[config.mk]
export PLATFORM = sky130hd
export DESIGN_NAME = clebu_front
export DESIGN_NICKNAME = d
export VERILOG_FILES = /design/src/rtl/clebu_pkg.sv /design/src/rtl/clebu_front.sv
export SDC_FILE = /design/constraint.sdc
export NUM_CORES = 1
export LEC_CHECK = 0
export ABC_AREA = 0
export BUFFER_PORTS_ARGS = -buffer_cell sky130_fd_sc_hd__buf_4
export CORE_ASPECT_RATIO = 0.7
export CORE_MARGIN = 10
export CORE_UTILIZATION = 55
export DETAILED_ROUTE_END_ITERATION = 10
export GPL_TIMING_DRIVEN = 0
export MAX_ROUTING_LAYER = met4
export PLACE_DENSITY = 0.83
export SLEW_MARGIN = 20
export SYNTH_ARGS = -nofsm -noshare
export SYNTH_HDL_FRONTEND = slang
export SYNTH_SLANG_ARGS = --single-unit
export TNS_END_PERCENT = 1
[constraint.sdc]
create_clock -name clk -period 4.03 [get_ports clk]
set_input_delay 0.2015 -clock clk [delete_from_list [all_inputs] [get_ports clk]]
set_output_delay 0.2015 -clock clk [all_outputs]
set_load 0.01 [all_outputs]
[src/rtl/clebu_pkg.sv]
// clebu_pkg: shared types and constants for the cursor line edit buffer
// used by clebu_front, clebu_back and cursor_line_edit_buffer_unit
// no dependencies
package clebu_pkg;

  // buffer geometry
  localparam int BUF_DEPTH = 1024;
  localparam int ADDR_W    = $clog2(BUF_DEPTH);
  localparam int CNT_W     = ADDR_W + 1;
  localparam int IDX_W     = 10;
  localparam int CHAR_W    = 8;

  // command op codes
  localparam logic [2:0] OP_INSERT    = 3'd0;
  localparam logic [2:0] OP_LEFT      = 3'd1;
  localparam logic [2:0] OP_RIGHT     = 3'd2;
  localparam logic [2:0] OP_BACKSPACE = 3'd3;
  localparam logic [2:0] OP_READ      = 3'd4;

  // result status codes
  localparam logic [1:0] ST_DONE     = 2'd0;
  localparam logic [1:0] ST_BOUNDARY = 2'd1;
  localparam logic [1:0] ST_FULL     = 2'd2;
  localparam logic [1:0] ST_RANGE    = 2'd3;

  // input word
  typedef struct packed {
    logic [2:0]        op;
    logic [CHAR_W-1:0] char_in;
    logic [IDX_W-1:0]  read_index;
  } in_word_t;

  // result word
  typedef struct packed {
    logic [CHAR_W-1:0] char_out;
    logic [CNT_W-1:0]  text_length;
    logic [CNT_W-1:0]  cursor_pos;
    logic [1:0]        status;
  } out_word_t;

  // classified command kinds
  typedef enum logic [2:0] {
    K_INSERT,
    K_LEFT,
    K_RIGHT,
    K_BACK,
    K_READ,
    K_NOP
  } cmd_kind_t;

  // queued command
  typedef struct packed {
    cmd_kind_t         kind;
    logic [CHAR_W-1:0] char_in;
    logic [IDX_W-1:0]  read_index;
  } cmd_t;

  // queue head towards the back end
  typedef struct packed {
    logic valid;
    cmd_t cmd;
  } q_head_t;

endpackage

[src/rtl/clebu_front.sv]
// clebu_front: accepts command words, classifies them and queues them
// depends on clebu_pkg
module clebu_front (
  input  logic               clk,
  input  logic               rst_n,
  input  logic               start,
  output logic               busy,
  input  clebu_pkg::in_word_t in_word,
  output clebu_pkg::q_head_t  q_head,
  input  logic               q_pop
);

  clebu_pkg::cmd_t q_mem_r [2];
  logic       wr_ptr_r, wr_ptr_nxt;
  logic       rd_ptr_r, rd_ptr_nxt;
  logic [1:0] count_r, count_nxt;
  logic       push;
  logic       pop;
  clebu_pkg::cmd_t   cmd_in;

  // classify the incoming op
  always_comb begin
    cmd_in.char_in    = in_word.char_in;
    cmd_in.read_index = in_word.read_index;
    unique case (in_word.op)
      clebu_pkg::OP_INSERT:    cmd_in.kind = clebu_pkg::K_INSERT;
      clebu_pkg::OP_LEFT:      cmd_in.kind = clebu_pkg::K_LEFT;
      clebu_pkg::OP_RIGHT:     cmd_in.kind = clebu_pkg::K_RIGHT;
      clebu_pkg::OP_BACKSPACE: cmd_in.kind = clebu_pkg::K_BACK;
      clebu_pkg::OP_READ:      cmd_in.kind = clebu_pkg::K_READ;
      default:                 cmd_in.kind = clebu_pkg::K_NOP;
    endcase
  end

  // two-entry queue control
  assign busy  = (count_r == 2'd2);
  assign push  = start && !busy;
  assign pop   = q_pop && (count_r != 2'd0);

  always_comb begin
    wr_ptr_nxt = push ? !wr_ptr_r : wr_ptr_r;
    rd_ptr_nxt = pop ? !rd_ptr_r : rd_ptr_r;
    count_nxt  = count_r + 2'(push) - 2'(pop);
  end

  always_ff @(posedge clk) begin
    if (!rst_n) begin
      wr_ptr_r <= 1'b0;
      rd_ptr_r <= 1'b0;
      count_r  <= 2'd0;
    end else begin
      wr_ptr_r <= wr_ptr_nxt;
      rd_ptr_r <= rd_ptr_nxt;
      count_r  <= count_nxt;
    end
  end

  // queue storage
  always_ff @(posedge clk) begin
    if (push) begin
      q_mem_r[wr_ptr_r] <= cmd_in;
    end
  end

  // head of queue
  assign q_head.valid = (count_r != 2'd0);
  assign q_head.cmd   = q_mem_r[rd_ptr_r];

endmodule

# Word level (Yosys, flattened, before mapping)
# Memory sizes are Yosys's and may differ from the RTL's. A register that Yosys moved wholly into a read port is not among the register bits.
# Cells that the tools add are included.
# totals
regBits,4
mem_bits_rw,42
out_inout_bits,23
word_cells,23
n_memories,1
# op_classes
addsub,2
n_eq_ne,5
muxes,5
n_reduce_logical,7
# mem_list
name,depth,word_bits,rd,rd_clocked_by_memory_dff,wr,line_no,rtl
q_mem_r,2,21,1,1,1,clebu_front.sv:13,clebu_pkg::cmd_t q_mem_r [2];
# ops
cell,count
3-bit case mux with 5 select lines,1
3-bit by 2-bit == test with 1-bit output (second input constant),2
1-bit 2-to-1 mux,4
3-bit by 1-bit == test with 1-bit output (second input constant),1
3-bit == test (second input constant),1
1-bit zero test,3
3-bit zero test,1
2-bit by 1-bit adder with 2-bit output,1
2-bit == test (second input constant),1
1-bit logical AND,2
2-bit nonzero test,1
2-bit by 1-bit subtractor with 2-bit output,1

# Logic depth before layout (Yosys ltp)
# Gate-level depths: netlist of run 1.
# depth
depth_word,5
mapped_depth,8
ltp_nobuf,8

# Worst setup path before layout of run 1
# No wires, ideal clock.
# synth_path
path_kind,register -> register
startpoint,register count_r[0]
endpoint,memory q_mem_r[0][0] (netlist bit) (enable)
setup_ns,0.399
t_arrival_ns,1.481
setup_slack_ns,2.150
path_stages_with_launch,4
period_less_slack_ns,1.880
cell_sequence,dfxtp_1 nand2b_1 nand2_1 nor2_1
# synth_via
elab_chain_len,5
# synth_rtl
item,line_no,rtl
"start, declared",clebu_front.sv:16,"logic [1:0] count_r, count_nxt;"
"start signal, assigned",clebu_front.sv:54,count_r <= count_nxt;
2-bit == test,clebu_front.sv:36,assign busy = (count_r == 2'd2);
1-bit zero test,clebu_front.sv:37,assign push = start && !busy;
1-bit logical AND,clebu_front.sv:37,
1-bit 2-to-1 mux,clebu_front.sv:60,if (push) begin
1-bit 2-to-1 mux (implied by the code),clebu_front.sv:61,q_mem_r[wr_ptr_r] <= cmd_in;
"end, declared",clebu_front.sv:13,
# Every way passes these cells.

# Worst setup path in the final report of run 1
# layout_path
startpoint,register count_r[0]
endpoint,memory q_mem_r[1][8] (netlist bit) (enable)
# Same word-level chain as after synthesis.

==> results.txt, run 1 <==
- The run finished with clean final reports.
- Detailed Route Iter0 Violations: 65
* Top flip-flop cell by instance count after synthesis: sky130_fd_sc_hd__edfxtp_1
- The routed layout has 948 vias.
* Register area: 1360 um2
- The via count of the first global-routing pass was 1,006.
- At the pin with the least slew margin, the transition time is 977 ps.
* Maximum ir drop on the vdd rail: 412 uV
- Worst Setup End Kind: flop
- For the final routed database, the setup TNS stands at 0 ps.
- Clock tree from TritonCTS: yes
- Highest attainable clock frequency: 569 MHz
* Number of sinks on the clock net: 47
- Longest Clk Path Bufs: 2
* Count of inserted antenna diode cells: 0
* Unrepaired setup endpoints after global routing: false
- Cell area after placement: 2270 um2
- The filler cells instantiated in the layout total just under 200.
* Post-synthesis sequential area ratio: 0.736
- Critical path data arrival time: 1670 ps
* Slowest cell on the critical path: sky130_fd_sc_hd__and3_1
- By startpoint and endpoint, the worst setup path is classified as reg2reg.
- The number of buffers and inverters on the critical path is 0.
- Drt first pass iters: 4
- In the post-synthesis netlist, the biggest area contributors are sky130_fd_sc_hd__edfxtp_1 68%, sky130_fd_sc_hd__mux2_4 16%, sky130_fd_sc_hd__dfxtp_1 5.4%, sky130_fd_sc_hd__ha_1 1.4%, sky130_fd_sc_hd__buf_6 1.2%.
* Remaining antenna violation count after routing: 0
- In the post-synthesis netlist, the cell with the most instances is sky130_fd_sc_hd__edfxtp_1.
- For this run, design rule violations remaining after detail routing come to 0.
- Number of antenna violations at the first check in global routing: 0
- Min-Delay Path Class: in2reg
- The first global-routing pass estimated 4960 um of wire.
- Tot Pwr: 0.00145 W
* Multi-input logic area: around 450 um2
- Max-slew violation count: 0
* Dominant combinational cell family by area after synthesis: multiplexers
- After detailed routing, the met3 layer carries 219 um of wire.
- The HPWL after detailed placement is roughly 2400 um.
- Post-synth EDFFs: 42
- Wires add up to roughly 3300 um.
- STA puts the critical path data required time at 3940 ps.
- Power spread over the standard cell area amounts to about 620 nW/um2.
- Area inside the core boundary: 3190 um2
- 48 I/O pins were placed.
* Cell variety after synth: 21
- Count of final hold-check violations: 0
- The signal on the critical path passes through nand2b_1, and3_1.
- Flip-flop and latch count after synthesis: 47
- Site Rows: 17
- Synthesized netlist cell count: 95
- Mean post-synth cell area: 19.5 um2
- Clock-pin slew was measured on the worst setup and hold paths at 70 ps.
* Clock latency on the worst-skew pair: 290 ps
- In this run, CTS created clock tree buffers numbering 5.
- Number of post-CTS setup repair buffers: 0
* Met2 wirelength from detailed routing: between 1500 and 2000 um
* Fin nets: between 150 and 200
- Count of hold-fix buffers inserted at cts: 0
* Total of cells resized after clock tree synthesis: 0
- PortBufs: 47
- Of all nets on the critical path, the largest fanout is 21.
- Critical Path Source Type: flop
- Minimum clock period: between 1500 and 2000 ps
- Tot GR Track Use: 0.114
- Complex-gate fraction of the synthesized area: 0.00879
* Worst Hold Margin: 95.7 ps
- Total of warnings raised by yosys: 0
- Maximum number of pins on one net before global-route repair: 22
- The congestion estimate from routability-driven global placement came to 0.680.
- Layout Area Growth over Synthesis: 26.9%
- The die covers slightly above 6000 um2.
- Synth Area in Simple Gates: 0.0385
* Initial Util: 0.580
* Buffer cell driving the clock tree root: sky130_fd_sc_hd__clkbuf_8
- Of the total synthesized cell area, the portion taken by XOR and XNOR cells is 0.00947.
* Top routing layer in use: met4
* Post-synth top area cell: sky130_fd_sc_hd__edfxtp_1
* Clock skew: between 2 and 2.5 ps
- Slew HR: 0.349
* Final core utilization: 0.736
* Total routed wire length on the met1 layer: 1400 um
- Grouping stages by cell kind, the critical path spends the most delay in simple AND/OR/NAND/NOR gates.
* Mapped Nets: 122
- Share of flip-flops with an asynchronous set or reset after synthesis: 0
- Using the TritonRoute via totals, the vias-per-cell ratio works out to 5.02.
- On the worst path, the slowest cell contributes a delay of 820 ps.
- Summing every instance area after synthesis gives around 1900 um2.
- Measured along the y axis, the die boundary spans 68.5 um.
- Horizontal extent of the die: about 89 um
- Max-cap violations in this run came to 0.
- Setup violations remaining at the end of the flow were counted as 0.
- Final std cell area, no fill: 2350 um2
* Commonest cells in the synthesized netlist: 42 x sky130_fd_sc_hd__edfxtp_1, 20 x sky130_fd_sc_hd__mux2_4, 5 x sky130_fd_sc_hd__dfxtp_1, 4 x sky130_fd_sc_hd__nor2_1, 3 x sky130_fd_sc_hd__inv_1
- Fraction of layout instances using a drive strength above 1: 0.523
* Post-synth top area share: 0.682
* Post-Synth Adder-Cell Area: 0.0135
- The portion of synthesized area spent on multiplexers is 0.174.
- Wire length per cell after detailed routing: about 17 um
- The H-tree was split into 2 levels.
- Static power due to leakage: a little under 1 nW
* Post-route clock period utilization: 0.436
- After global routing the overflow that remains totals 0.
flip-flops by register name, summed over array words and instances (netlist names), named ones only:
register / flops
wr_ptr_r: 1
rd_ptr_r: 1
q_mem_r: 42
count_r: 2
layout make-up:
cell class	instances	area share
Buffer	3	0.0112
Clock buffer	8	0.0341
Inverter	3	0.00479
Multi-Input combinational cell	42	0.193
Sequential cell	47	0.580
Tap cell	38	0.0202
Timing Repair Buffer	48	0.157
per-stage QoR:
step           instances  worst slack [ps]
3_3_place_gp         180              1650
5_1_grt              189              2140
3_5_place_dp         181              2250
2_1_floorplan         95              2150
6_report             189              2270
4_1_cts              189              2230
cells by family (layout without fill, tap and decap cells):
family                     Yosys count  in the layout
muxes                               22             22
AOI/OAI and AO/OA                    2              2
xor gates and xnor gates             2              2
buffers and inverters                6             62
and+or+nand+nor                     14             14
DFF                                 47             47
adders and majority gates            2              2
where the power goes:
part	switching (W)	internal (W)
logic	0.000224	0.000296
registers	0.0000345	0.000631
clock network	0.000139	0.000123
total	0.000398	0.00105
final timing paths:
kind,slack [ps],startpoint,to,depth (start not counted)
worst max-delay path,2270,count_r[0],q_mem_r[1][8],2
worst min register to register,500,wr_ptr_r,wr_ptr_r,2
worst max register to register,2270,count_r[0],q_mem_r[1][8],2
worst min-delay path,100,in_word[9],q_mem_r[1][9],1
routing by layer:
metal / track usage / vias up
met5: - / -
met1: 0.119 / 454
met2: 0.191 / 28
met3: 0.0539 / 5
met4: 0.0356 / 0
li1: - / 461
worst reg2reg max path: stages, from the launching register on:
cell,delay [ps]
sky130_fd_sc_hd__dfxtp_1,390
sky130_fd_sc_hd__nand2b_1,170
sky130_fd_sc_hd__and3_1,820
cells in the final DEF, fill, tap and decap left out, types with 2 or more instances in the layout:
cell,synthesis,routed
sky130_fd_sc_hd__and2_1,2,2
sky130_fd_sc_hd__buf_4,0,47
sky130_fd_sc_hd__buf_6,2,2
sky130_fd_sc_hd__clkbuf_1,1,4
sky130_fd_sc_hd__clkbuf_8,0,5
sky130_fd_sc_hd__dfxtp_1,5,5
sky130_fd_sc_hd__edfxtp_1,42,42
sky130_fd_sc_hd__ha_1,2,2
sky130_fd_sc_hd__inv_1,3,3
sky130_fd_sc_hd__mux2_4,20,20
sky130_fd_sc_hd__nand2_1,2,2
sky130_fd_sc_hd__nand2b_1,2,2
sky130_fd_sc_hd__nor2_1,4,3
Note: power is estimated with default switching activity, not from simulation.
==> run 2: changes to the inputs <==
- ABC_AREA: 0 -> 1
- CORE_UTILIZATION: 55 -> 46
- PLACE_DENSITY: 0.83 -> 0.74
- clock period: 4.03 -> 1.5 ns (I/O delays scaled with it)
==> results.txt, run 2 <==
- Across all setup checks in the final design, the least slack found is 23.5 ps.
* Worst path bufs/invs: 2
- The first global-routing pass estimated about 5400 um of wire.
* Combinational fraction of design power: 0.363
- Yosys instantiated no cell more often than sky130_fd_sc_hd__edfxtp_1.
* Post-synthesis sequential area ratio: 0.731
- Total wirelength of the detailed-routed design: 3610 um
- Cell area after placement: ~2300 um2
- Summing all non-filler instances in the final layout gives an area of 2630 um2.
- Flop pwr share: 0.455
- H-Tree Level Count: 2
- Clock latency on the worst-skew pair: 280 ps
* Largest registers: q_mem_r: 42 flops, count_r: 2 flops
- Detailed Route Iter0 Violations: 37
- STA puts the critical path data arrival time at 1660 ps.
- Entering global routing, the biggest net connects 22 pins.
- Synthesized netlist cell count: 107
- Final setup violating endpoints: 0
- OpenSTA, run right after detailed placement, puts the worst setup slack at -172 ps.
- Critical path origin: count_r[1]
* Critical Path Source Type: flop
- In this run the static leakage power is 1.07 nW.
- Cell variety after synth: 13
- The layer flagged by global routing as most heavily used is met2.
* Clock tree from TritonCTS: yes
- PortBufs: 47
- Fin nets: 209
- Measured along the x axis, the die boundary spans 96.0 um.
* Total of warnings raised by yosys: 0
- The largest total area in the synthesized netlist belongs to sky130_fd_sc_hd__edfxtp_1.
- For this run, design rule violations remaining after detail routing come to 0.
* Filler cells: approximately 270
- Min-Delay Path Class: in2reg
- The register with the most flip-flops in the layout has 42 of them.
* Max Fanout on Critical Path: 3
- Commonest cells in the synthesized netlist: 42 x sky130_fd_sc_hd__edfxtp_1, 20 x sky130_fd_sc_hd__mux2_4, 10 x sky130_fd_sc_hd__inv_1, 9 x sky130_fd_sc_hd__nand2_1, 9 x sky130_fd_sc_hd__nor2_1
- Number of buffers added by the clock tree synthesis step: 5
- Top library cells by usage in the layout, fill and taps aside: 49 x sky130_fd_sc_hd__buf_4, 42 x sky130_fd_sc_hd__edfxtp_1, 20 x sky130_fd_sc_hd__mux2_4
- The run finished with clean final reports.
- Setup total negative slack: 0 ps
- The analysis attributes to net switching a power of 0.00112 W.
- Layout Area Growth over Synthesis: 41.1%
* Post-Syn Area: 1860 um2
- For met3 alone, demand over resource in global routing was 0.0421.
* Via density per instance: 4.60
* Ranking of synthesized cells by area: sky130_fd_sc_hd__edfxtp_1 68%, sky130_fd_sc_hd__mux2_4 16%, sky130_fd_sc_hd__dfxtp_1 5.4%, sky130_fd_sc_hd__inv_1 2.0%, sky130_fd_sc_hd__nand2_1 1.8%
- In this design, the stage delay of the slowest critical-path cell is 380 ps.
* Largest register by flop count: q_mem_r
* Worst hold start: in_word[18]
* Wire length per cell after detailed routing: 15.3 um
- Share of flip-flops with an asynchronous set or reset after synthesis: 0
* Post-synth top area share: 0.677
- The clock net in this run drives a total of 47 sinks.
* Longest Clk Path Bufs: 2
- Across all hold checks on the routed design, the worst slack comes to 58.3 ps.
- Max_cap viols: 0
* Most Frequent Cell on Critical Path: sky130_fd_sc_hd__nor2_2
- Between clock sinks in the finished design, the worst skew comes to 4.46 ps.
* Area inside the core boundary: a little under 4000 um2
- Global route overflow: 0
- Among cell families on the critical path, the largest total delay comes from simple AND/OR/NAND/NOR gates.
- The floorplan step set the die height to 73.2 um.
- Detailed Place HPWL: 2350 um
- Data on the critical path is required at its endpoint by roughly 1700 ps.
* Sw frac: 0.289
- For this run, global-route usage on met1 was measured as 0.110.
- Post-synth EDFFs: 42
- For this run, the leading register cell type out of synthesis is sky130_fd_sc_hd__edfxtp_1.
* Post-route clock period utilization: 0.984
* Initial Util: 0.475
- Counting I/O delays and the setup requirement, the final critical path takes 1480 ps.
- Most common cell after layout, fill and taps aside: sky130_fd_sc_hd__buf_4
* Count of inserted antenna diode cells: 0
* Max-slew violation count: 0
- Power share of the clock group: 0.183
- In this run the clock root is driven by a sky130_fd_sc_hd__clkbuf_8.
- The die covers 7030 um2.
* Mapped Nets: 134
- The number of antenna violations at the first check in global routing came to 0.
- In the global route stage, overall resource usage came out at 0.106.
- In the global route stage, met2 resource usage came out at 0.179.
- The internal power of the cells totals between 0.002 and 0.003 W.
* Via count of the first global-routing pass: 1,156
* Fraction of layout instances using a drive strength above 1: 0.508
- Slowest cell on the critical path: sky130_fd_sc_hd__dfxtp_2
- Drt first pass iters: 4
- Traced cell by cell, the critical path runs through nor2_1, nor2_2, ha_4, inv_1, ha_2, inv_2, nand2_2, nand3_1, nand2_1, nor2_2.
- Highest attainable clock frequency: between 600 and 700 MHz
- Headroom to the max-slew limit came out at 0.579.
* Count of final hold-check violations: 0
* Category of the critical setup timing path: reg2reg
- Setup repair after global routing could not meet its margin everywhere.
- STA classifies the critical path endpoint as a flop.
- For the pin with the worst max-slew slack, the measured transition is 630 ps.
* Clock edge transition at the registers on the reported setup and hold paths: 80 ps
- In this run the count of I/O pins placed on the die edge is 48.
* Vias: roughly 1,100
- Final Wtd Congestion: 0.742
* Site Rows: 19
- After synthesis the netlist holds a flip-flop and latch count of 47.
* Mean post-synth cell area: around 17 um2
- The detail route stage leaves a number of antenna-violating nets equal to 0.
* Power per standard cell area: 1480 nW/um2
* Maximum ir drop on the vdd rail: 801 uV
- R2r startpoint: count_r[1]
-- run 2: final timing paths --
path / endpoint / slack [ps] / depth (start not counted)
max reg2reg: count_r[1] / 20 / 10
min: q_mem_r[0][18] / 60 / 2
max: count_r[1] / 20 / 10
min reg2reg: flop / 520 / 2
-- run 2: cell families after synthesis --
logic type               share of synthesized area
flip-flops                                   0.731
AO/OA/AOI/OAI                              0.00941
multiplexers                                 0.167
AND/OR/NAND/NOR                             0.0443
adder cells (fa/ha/maj)                     0.0134
buffers and inverters                       0.0343
-- run 2: cell type report --
class	instances	area (um2)	share of cell area
plain buffers	3	26.3	0.0100
clock buffers	7	76.3	0.0291
clock inverters	1	5.00	0.00191
inverters	10	41.3	0.0157
multi-input cells	47	490	0.187
flip-flops and latches	47	1360	0.519
well taps	52	65.1	0.0248
repair buffers	68	558	0.212
-- run 2: metal layers --
metal / up-vias / wire length (um) / part of all wire
li1: 535 / - / -
met5: - / 0 / 0
met2: 38 / 1830 / 0.51
met3: 6 / 258 / 0.072
met1: 503 / 1480 / 0.41
met4: 0 / 41 / 0.011
-- run 2: power groups by stage --
stage | Clock (W) | Sequential (W) | Combinational [W]
after floorplan | 0 | 0.00176 | 0.000774
after global placement | 0 | 0.00176 | 0.00122
after detailed placement | 0 | 0.00178 | 0.00126
after CTS | 0.000730 | 0.00176 | 0.00134
after global routing | 0.000785 | 0.00178 | 0.00153
final | 0.000708 | 0.00176 | 0.00141
-- run 2: what timing repair did --
item                       4_1_cts  5_1_grt
setup endpoints to repair       43       44
setup buffers                    1        1
hold buffers                    19        0
pin swaps                        2        4
hold endpoints to repair        37        0
resized for setup                5       11
-- run 2: stage by stage --
step,util,total power [W],std cells
2_1_floorplan,-,0.00253,107
3_3_place_gp,0.583,0.00299,206
3_5_place_dp,0.583,0.00304,206
4_1_cts,0.657,0.00383,234
5_1_grt,0.670,0.00410,235
6_report,0.670,0.00388,235
==> run 3: changes to the inputs <==
- RECOVER_POWER: not set -> 100
==> results.txt, run 3 (synthesized netlist as in run 2, its figures left out) <==
* WP data required: 1680 ps
- Clock tree from TritonCTS: yes
* Largest register FFs: 42
- Across the run, the number of max-cap violations was 0.
- Remaining antenna violation count after routing: 0
- Wire length per cell after detailed routing: 15.3 um
- Maximum number of pins on one net before global-route repair: 22
- Longest Clk Path Bufs: 2
* Min-Delay Path Class: in2reg
* Count of final hold-check violations: 0
- Maximum ir drop on the vdd rail: 799 uV
- Worst Hold Margin: between 50 and 60 ps
- Using the TritonRoute via totals, the vias-per-cell ratio works out to ~4.6.
- Top routing layer in use: met4
- Category of the critical setup timing path: reg2reg
- Horizontal extent of the die: 96.0 um
- The endpoint identified for the worst register-to-register timing path is count_r[1].
* Number of cell instances on the worst register-to-register path: 10
- Multi-input logic area: 490 um2
- Across all layers, the routed design uses 1,085 vias.
- Worst Max-Slew Pin Slew: 630 ps
- Total wirelength of the detailed-routed design: between 3000 and 4000 um
- Clock-pin slew was measured on the worst setup and hold paths at 80 ps.
* Layout Area Growth over Synthesis: 40.5%
- Slack of the worst reg-to-reg path: 20 ps
* Largest register by flop count: q_mem_r
- Static power due to leakage: 1.06 nW
* Fin nets: 209
- Worst hold start: in_word[18]
- The floorplan has 19 rows.
- First-pass GRT wire length: 5430 um
* Worst Setup End Kind: flop
* Worst Hold Path EP: q_mem_r[0][18]
- Largest registers: q_mem_r: 42 flops, count_r: 2 flops
- The H-tree generated during clock tree synthesis spans 2 levels.
- The final number of max-transition violations was 0.
- In the final layout, the share of cells above drive strength 1 is 0.492.
* Num ports: 48
- The run finished with clean final reports.
* Area inside the core boundary: 3920 um2
- Critical Path Source Type: flop
- On the final layout, the worst clock skew is roughly 4.3 ps.
- Met2 wirelength from detailed routing: 1820 um
- Unrepaired setup endpoints after global routing: true
- The number of antenna violations at the first check in global routing is 0.
- Of the available clock period, the critical path in the final layout requires 0.984.
- 0 antenna diodes ended up in the layout.
* Detailed Route Iter0 Violations: 42
- In the global route stage, overall resource usage came out at 0.106.
- The via count of the first global-routing pass is 1,156.
- The congestion estimate from routability-driven global placement came to 0.742.
- Drc violations: 0
- Counting the fill cells in the layout gives 278.
- Drt first pass iters: 4
* Cell area after placement: 2290 um2
* Slew HR: 0.579
- Summing all non-filler instances in the final layout gives an area of 2620 um2.
- Setup violations remaining at the end of the flow were counted as 0.
- Dividing total power by cell area gives a power density of 1480 nW/um2.
- In the final routing, the length of wire on met1 measures 1470 um.
* Initial Util: 0.475
- Critical path data arrival time: 1660 ps
- Most common cell after layout, fill and taps aside: sky130_fd_sc_hd__edfxtp_1
- Number of sinks on the clock net: 47
* Top library cells by usage in the layout, fill and taps aside: 42 x sky130_fd_sc_hd__edfxtp_1, 29 x sky130_fd_sc_hd__buf_4, 20 x sky130_fd_sc_hd__mux2_4
- Global route overflow: 0
- Clock latency on the worst-skew pair: between 200 and 300 ps
- Max Fanout on Critical Path: 3
* Area of the die: 7030 um2
- Buffer cell driving the clock tree root: sky130_fd_sc_hd__clkbuf_8
* R2r startpoint: count_r[1]
- Cell depth of the worst hold path: 2
* Minimum clock period: 1480 ps
- Buffers inserted during clock tree synthesis total 5.
- At the end of the flow the core is filled with cells to 0.667.
- Chip height: 73.2 um
- Detailed Place HPWL: 2350 um
* Register area: 1360 um2
- In the detailed route, the total length drawn on met3 is 251 um.
- For this run, the top clock speed supported by timing is 677 MHz.
* PortBufs: 47
[run 3: cell count changes in the layout (fill, tap and decap cells not counted), sizes merged]
cell	delta
buf	-20
clkbuf	+20
[run 3: where the power goes]
group | switching [W] | internal [W] | total, W | leakage (nW)
clock | 0.000379 | 0.000327 | 0.000706 | 0.0422
sequential | 0.0000880 | 0.00168 | 0.00176 | 0.434
combinational | 0.000654 | 0.000748 | 0.00140 | 0.580
[run 3: how the worst max path moves through the flow]
stage	from	end	slack, ps	cells after the start
after floorplan	count_r[0]	count_r[1]	50	10
after global placement	count_r[0]	q_mem_r[1][16]	-120	4
after detailed placement	count_r[0]	q_mem_r[1][17]	-170	4
after CTS	count_r[1]	q_mem_r[1][7]	7	3
after global routing	count_r[1]	count_r[1]	-40	10
final	count_r[1]	count_r[1]	20	10
[run 3: routing by layer]
layer / vias to the layer above / GRT usage
met5: - / -
met4: 0 / 0.0343
met3: 6 / 0.0421
met2: 40 / 0.179
met1: 503 / 0.110
li1: 536 / -
[run 3: repair_timing]
item	in CTS	in global routing
pin swaps	2	4
endpoints found under the setup margin	43	44
hold buffers	19	0
buffers inserted	1	1
endpoints found under the hold margin	37	0
gates resized for setup	5	11
[run 3: critical path: stages, from the launching register on]
cell and delay [ps]:
sky130_fd_sc_hd__dfxtp_2 380, sky130_fd_sc_hd__nor2_1 70, sky130_fd_sc_hd__nor2_2 140, sky130_fd_sc_hd__ha_4 210, sky130_fd_sc_hd__inv_1 50, sky130_fd_sc_hd__ha_2 180
sky130_fd_sc_hd__inv_2 50, sky130_fd_sc_hd__nand2_2 70, sky130_fd_sc_hd__nand3_1 90, sky130_fd_sc_hd__nand2_1 90, sky130_fd_sc_hd__nor2_2 40
[run 3: stage by stage]
stage / TNS (ps) / std cells / total power [W] / worst slack, ps
floorplan: 0 / 107 / 0.00253 / 45.1
global placement: -2520 / 206 / 0.00299 / -115
detailed placement: -4980 / 206 / 0.00304 / -172
CTS: 0 / 234 / 0.00383 / 7.06
global route: -138 / 235 / 0.00409 / -39.7
finish: 0 / 235 / 0.00387 / 23.5
[run 3: final cells by class]
class / count / area share
repair buffers: 68 / 0.209
plain buffers: 3 / 0.0100
inverters: 10 / 0.0158
clock inverters: 1 / 0.00191
well taps: 52 / 0.0249
clock buffers: 7 / 0.0292
multi-input cells: 47 / 0.188
flip-flops and latches: 47 / 0.522
